**config.mk**
```make
export PLATFORM = sky130hd
export DESIGN_NAME = tpw_ctrl
export DESIGN_NICKNAME = d
export VERILOG_FILES = /design/src/design/tpw_pkg.sv /design/src/design/tpw_ctrl.sv
export SDC_FILE = /design/constraint.sdc
export NUM_CORES = 1
export LEC_CHECK = 0
export BUFFER_PORTS_ARGS = -buffer_cell sky130_fd_sc_hd__buf_2
export CAP_MARGIN = 30
export CORE_AREA = 2 2 39 41
export CTS_CLUSTER_SIZE = 40
export DETAILED_ROUTE_END_ITERATION = 6
export DIE_AREA = 0 0 41 43
export PLACE_DENSITY = 0.61
export SLEW_MARGIN = 20
export SYNTH_ARGS = -nofsm -noshare
export SYNTH_HDL_FRONTEND = slang
export SYNTH_SLANG_ARGS = --single-unit
```
**constraint.sdc**
```tcl
create_clock -name clk -period 2.65 [get_ports clk]
set_clock_uncertainty 0.1 [all_clocks]
set_input_delay 0.53 -clock clk [delete_from_list [all_inputs] [get_ports clk]]
set_output_delay 0.53 -clock clk [all_outputs]
set_load 0.01 [all_outputs]
```
**src/design/tpw_pkg.sv**
```systemverilog
// ----------------------------------------------------------------------------
// tpw_pkg
// Shared constants, codes and controller/datapath interface types of the
// tolerance point weld table.
// ----------------------------------------------------------------------------
package tpw_pkg;

    localparam int CAPACITY_DEF   = 1024;
    localparam int COORD_BITS_DEF = 24;

    localparam int SLOT_W = 10;
    localparam int OP_W   = 2;
    localparam int TOL_W  = 50;
    localparam int SIZE_W = 11;
    localparam int CFG_W  = 50;
    localparam int CFG_IDX_W = 1;

    localparam logic [TOL_W-1:0]  TOL_RESET  = 50'd17;
    localparam logic [SIZE_W-1:0] SIZE_RESET = 11'd1024;

    localparam logic [CFG_IDX_W-1:0] REG_TOL  = 1'd0;
    localparam logic [CFG_IDX_W-1:0] REG_SIZE = 1'd1;

    localparam logic [OP_W-1:0] OP_INSERT = 2'd0;
    localparam logic [OP_W-1:0] OP_LOOKUP = 2'd1;
    localparam logic [OP_W-1:0] OP_FIND   = 2'd2;

    typedef struct packed {
        logic load;
        logic start_walk;
        logic issue;
        logic clear_wr;
        logic finish;
    } tpw_cmd_t;

    typedef struct packed {
        logic bad;
        logic walk_done;
        logic pipe_empty;
        logic found;
        logic clear_last;
        logic out_busy;
    } tpw_stat_t;

endpackage

```
**src/design/tpw_ctrl.sv**
```systemverilog
// ----------------------------------------------------------------------------
// tpw_ctrl
// Sequencer: clearing pass, decode, table walk and result hand-off.
// ----------------------------------------------------------------------------
module tpw_ctrl (
    input  logic               clk,
    input  logic               rst_n,
    input  logic               s_tvalid,
    output logic               s_tready,
    input  logic               m_tready,
    input  tpw_pkg::tpw_stat_t stat,
    output tpw_pkg::tpw_cmd_t  cmd
);
    import tpw_pkg::*;

    typedef enum logic [4:0] {
        ST_CLEAR  = 5'b00001,
        ST_IDLE   = 5'b00010,
        ST_DECODE = 5'b00100,
        ST_WALK   = 5'b01000,
        ST_FINISH = 5'b10000
    } state_t;

    state_t state_reg, state_next;

    always_ff @(posedge clk or negedge rst_n)
    begin
        if (!rst_n)
        begin
            state_reg <= ST_CLEAR;
        end
        else
        begin
            state_reg <= state_next;
        end
    end

    always_comb
    begin
        state_next = state_reg;
        cmd        = '0;
        s_tready   = 1'b0;
        unique case (state_reg)
            ST_CLEAR:
            begin
                cmd.clear_wr = 1'b1;
                if (stat.clear_last)
                begin
                    state_next = ST_IDLE;
                end
            end
            ST_IDLE:
            begin
                s_tready = 1'b1;
                if (s_tvalid)
                begin
                    cmd.load   = 1'b1;
                    state_next = ST_DECODE;
                end
            end
            ST_DECODE:
            begin
                if (stat.bad)
                begin
                    state_next = ST_FINISH;
                end
                else
                begin
                    cmd.start_walk = 1'b1;
                    state_next     = ST_WALK;
                end
            end
            ST_WALK:
            begin
                if (stat.found || (stat.walk_done && stat.pipe_empty))
                begin
                    state_next = ST_FINISH;
                end
                else if (!stat.walk_done)
                begin
                    cmd.issue = 1'b1;
                end
            end
            ST_FINISH:
            begin
                if (!stat.out_busy || m_tready)
                begin
                    cmd.finish = 1'b1;
                    state_next = ST_IDLE;
                end
            end
            default:
            begin
                state_next = ST_CLEAR;
            end
        endcase
    end

endmodule

```
== Word-level counts from Yosys, hierarchy flattened ==
Cells that the tools add are included.

* Register bits: 5
* Word-level logic and storage cells: 32
* Input bits: 10
* Output and inout port bits: 6

* Muxes and demuxes: 17
* Equality and inequality tests: 9
* Reduce and logical (&&, ||, !) cells: 5

{| class="wikitable"
|+ Operator list
! operator !! count
|-
| two-way mux 5 bit || 5
|-
| case mux 5 bit (5 select lines) || 1
|-
| two-way mux 1 bit || 11
|-
| inequality test 2 bit, second input constant || 4
|-
| == test 5 x 1 -> 1 bit, second input constant || 1
|-
| == test 5 x 2 -> 1 bit, second input constant || 1
|-
| == test 5 x 3 -> 1 bit, second input constant || 1
|-
| == test 5 x 4 -> 1 bit, second input constant || 1
|-
| == test 5 bit, second input constant || 1
|-
| AND reduction 4 bit || 1
|-
| logical OR 1 bit || 2
|-
| logical AND 1 bit || 1
|-
| logical NOT 1 bit || 1
|}

== Logic depth before layout (Yosys ltp) ==
* Word-level depth: 4
* Mapped depth: 5
* Mapped depth without buffers: 4

== Worst setup path after synthesis ==
No wires, ideal clock.

* Kind: reg-to-output
* Start point: register state_reg[0]
* End point: output cmd[4] (netlist name)
* Required time: 2.020 ns
* Arrival time: 1.138 ns
* Setup slack: 0.882 ns
* Buffers on the path: 1
* Stages on the path, launching flop included: 5
* Cell sequence: dfstp_2 -> buf_2 -> nand3b_1 -> inv_1 -> and2_1

{| class="wikitable"
|+ RTL lines
! what !! line !! RTL
|-
| from (decl) || tpw_ctrl.sv:24 || <nowiki>state_t state_reg, state_next;</nowiki>
|-
| from (signal assigned) || tpw_ctrl.sv:34 || <nowiki>state_reg <= state_next;</nowiki>
|-
| to (decl) || tpw_ctrl.sv:12 || <nowiki>output tpw_pkg::tpw_cmd_t cmd</nowiki>
|}

==> impl_metrics.tcl <==
set metrics [dict create \
    insertion_delay_ns 0.26 \
    critPathLaunchType "flop" \
    die-area_sq_um 1760 \
    max_cap_violations 0 \
    fmax_mhz 470 \
    crit_chain "nor3_1, nand3b_1, inv_1, and2_1, buf_2" \
    ys_warn_count 0 \
    ys_seq_elements 5 \
    endpoint_kind "primary output" \
    multi_input_area_sq_um 264 \
    gp_congestion 0.760 \
    io_pins 16 \
    worst_slack_ns 0.525 \
    nNetsFinal 76 \
    outcome "finished clean" \
    crit_fanout 9 \
    p_leak_nw 0.254 \
    root_buffer "clkbuf_4" \
    use_met1_pct 16.2 \
    slowest_stage "dfrtp_1" \
    place_area_sq_um 489 \
    drt_wl_total_um 1020 \
    fin_crit_sh_pct 80.2 \
    crit_required_ns 2.02 \
    dieHeight_um 43 \
    core_sq_um 1380 \
    hpwlAfterDp_um 770 \
    vias 414 \
    rsz0062_at_grt "false" \
    cts_tree "built" \
    gr-usage-all-layers_pct 13.8 \
    die_w_um 41 \
    path_clk_slew_ns 0.06 \
    vdd_ir_drop_max_mv 0.287 \
    synth.cell_area_sq_um 412 \
    slew_headroom_pct 74.5 \
    syn_to_final_growth_pct 28.0 \
    via_per_inst 5.11 \
    syn-mean-instance-area_sq_um 8.58 \
    ant_nets 0 \
    antenna_found_initial 0 \
    cp.arrival_ns 1.50 \
    gr-usage-met2_pct 19.7 \
    grt_pass1_wl_um 1560 \
    io_buffer_count 15 \
    final.setup.tns_ns 0 \
    post-cts-setup-buffers 0 \
    total_power_w 0.000449 \
    grt_max_degree 12 \
    final_hold_viol_count 0 \
    grt_overflow 0 \
    finalSetupViolCount 0 \
    htreeDepth 1 \
    drive_above_1_share_pct 41.5 \
    initial_core_util_pct 29.7 \
    met3_usage_pct 6.28 \
    cts.sinks 5 \
    tightestPinTransition_ns 0.382 \
    syn_nets 58 \
    largest_reg_flops 5 \
    fill_cells 137 \
    max_stage_delay_ns 0.49 \
    grt-busiest-layer "met2" \
    worstHoldPathType "in -> reg" \
    seq_area_sq_um 126 \
    placementRows 14 \
    grt_pass1_vias 354 \
    fin_crit_ns 2.13 \
    postSynthCellCount 48 \
    fin_area_sq_um 527 \
    route.detailed.drc 0 \
    first_pass_iters 4 \
    final_max_slew_viol_count 0 \
    path_class "reg -> out" \
    clock_path_buffers 2 \
    diodes 0 \
    wl_per_cell_um 12.5 \
    yosysUniqueCellTypes 28 \
    drtIter0Drc 7 \
    synth-seq-area-share_pct 30.7 \
    dp_slack_ns 0.807 \
    powerDensity_nw_per_um2 852 \
    cts_buffers 3 \
]
## critical path: cells and delay by family, from the launching register on
family / cells / cell delay [ns]
AND/OR/NAND/NOR: 3 / 0.52
flip-flops: 1 / 0.49
buffers and inverters: 2 / 0.23
## cells in the mapped netlist
cell       n  area [sq um]
o21ai_0    2          10.0
nor4_1     1          6.26
and2_1     2          12.5
mux2i_1    1          10.0
nand3b_1   1          7.51
or4b_4     1          13.8
nor2b_1    2          12.5
nand3_1    3          15.0
o22ai_1    1          6.26
nor3_1     2          10.0
and2b_1    1          7.51
or2_4      1          8.76
a31oi_1    1          6.26
inv_1      1          3.75
o2111ai_2  1          15.0
buf_4      1          7.51
a21oi_1    1          5.00
nor3_2     2          20.0
and4_1     1          8.76
nor3b_1    2          15.0
nor4_2     1          12.5
nand2b_1   2          12.5
dfstp_2    1          26.3
nand2_1    6          22.5
nor2_1     3          11.3
dfrtp_1    4           100
buf_2      2          10.0
nor4b_2    1          15.0
## power breakdown
| part | internal (W) | switching, W | leakage [nW] |
|---|---|---|---|
| sequential | 0.000104 | 0.0000601 | 0.0647 |
| combinational | 0.0000971 | 0.0000912 | 0.172 |
| clock | 0.0000552 | 0.0000412 | 0.0177 |
## cells by family (layout without fill, tap and decap cells)
family | Yosys count | in the layout | synth area share (%)
buffers and inverters | 4 | 21 | 5.17
AO/OA/AOI/OAI | 6 | 6 | 10.3
flip-flops | 5 | 5 | 30.7
multiplexers | 1 | 1 | 2.43
AND/OR/NAND/NOR | 32 | 32 | 51.4
## routing by layer
layer,vias up,part of all wire (%)
met3,4,7.8
met1,182,45
met2,17,45
met4,0,2.3
met5,-,0
li1,211,-
## worst paths after layout
| kind | startpoint | end | slack [ns] | depth (start not counted) |
|---|---|---|---|---|
| min in group asynchronous | rst_n | state_reg[1] | 0.52 | 2 |
| hold / removal | s_tvalid | state_reg[1] | 0.40 | 2 |
| setup / recovery | state_reg[2] | cmd[4] | 0.52 | 5 |
| hold reg to reg | state_reg[4] | state_reg[4] | 0.55 | 3 |
| max in group asynchronous | rst_n | state_reg[0] | 1.70 | 2 |
| setup reg to reg | state_reg[1] | state_reg[0] | 1.04 | 4 |
## cell type report
cell class / instances / area share (%)
clock buffers: 3 / 4.28
clock inverters: 1 / 0.950
inverters: 1 / 0.713
multi-input cells: 39 / 50.1
flip-flops and latches: 5 / 24.0
well taps: 16 / 3.80
repair buffers: 16 / 16.2
## cell usage in the layout (no fill, tap or decap), types with 2 or more instances in the layout
cell type / netlist / final
buf_2: 2 / 15
nand2_1: 6 / 6
dfrtp_1: 4 / 4
nor2_1: 3 / 3
nand3_1: 3 / 3
clkbuf_4: 0 / 3
nor3_1: 2 / 2
nand2b_1: 2 / 2
and2_1: 2 / 2
nor2b_1: 2 / 2
nor3_2: 2 / 2
nor3b_1: 2 / 2
o21ai_0: 2 / 2
## metrics by stage
step,utilization (%),hold slack (ns),std cells
2_1_floorplan,-,0.134,48
3_5_place_dp,35.4,0.258,76
4_1_cts,38.1,0.405,81
6_report,38.1,0.404,81
3_3_place_gp,35.4,0.252,76
5_1_grt,38.1,0.415,81
## what timing repair did
item,CTS,global route
resized for setup,0,0
hold buffers,1,0
setup endpoints to repair,0,0
hold endpoints to repair,4,0
Power figures use the tool's default switching activity.
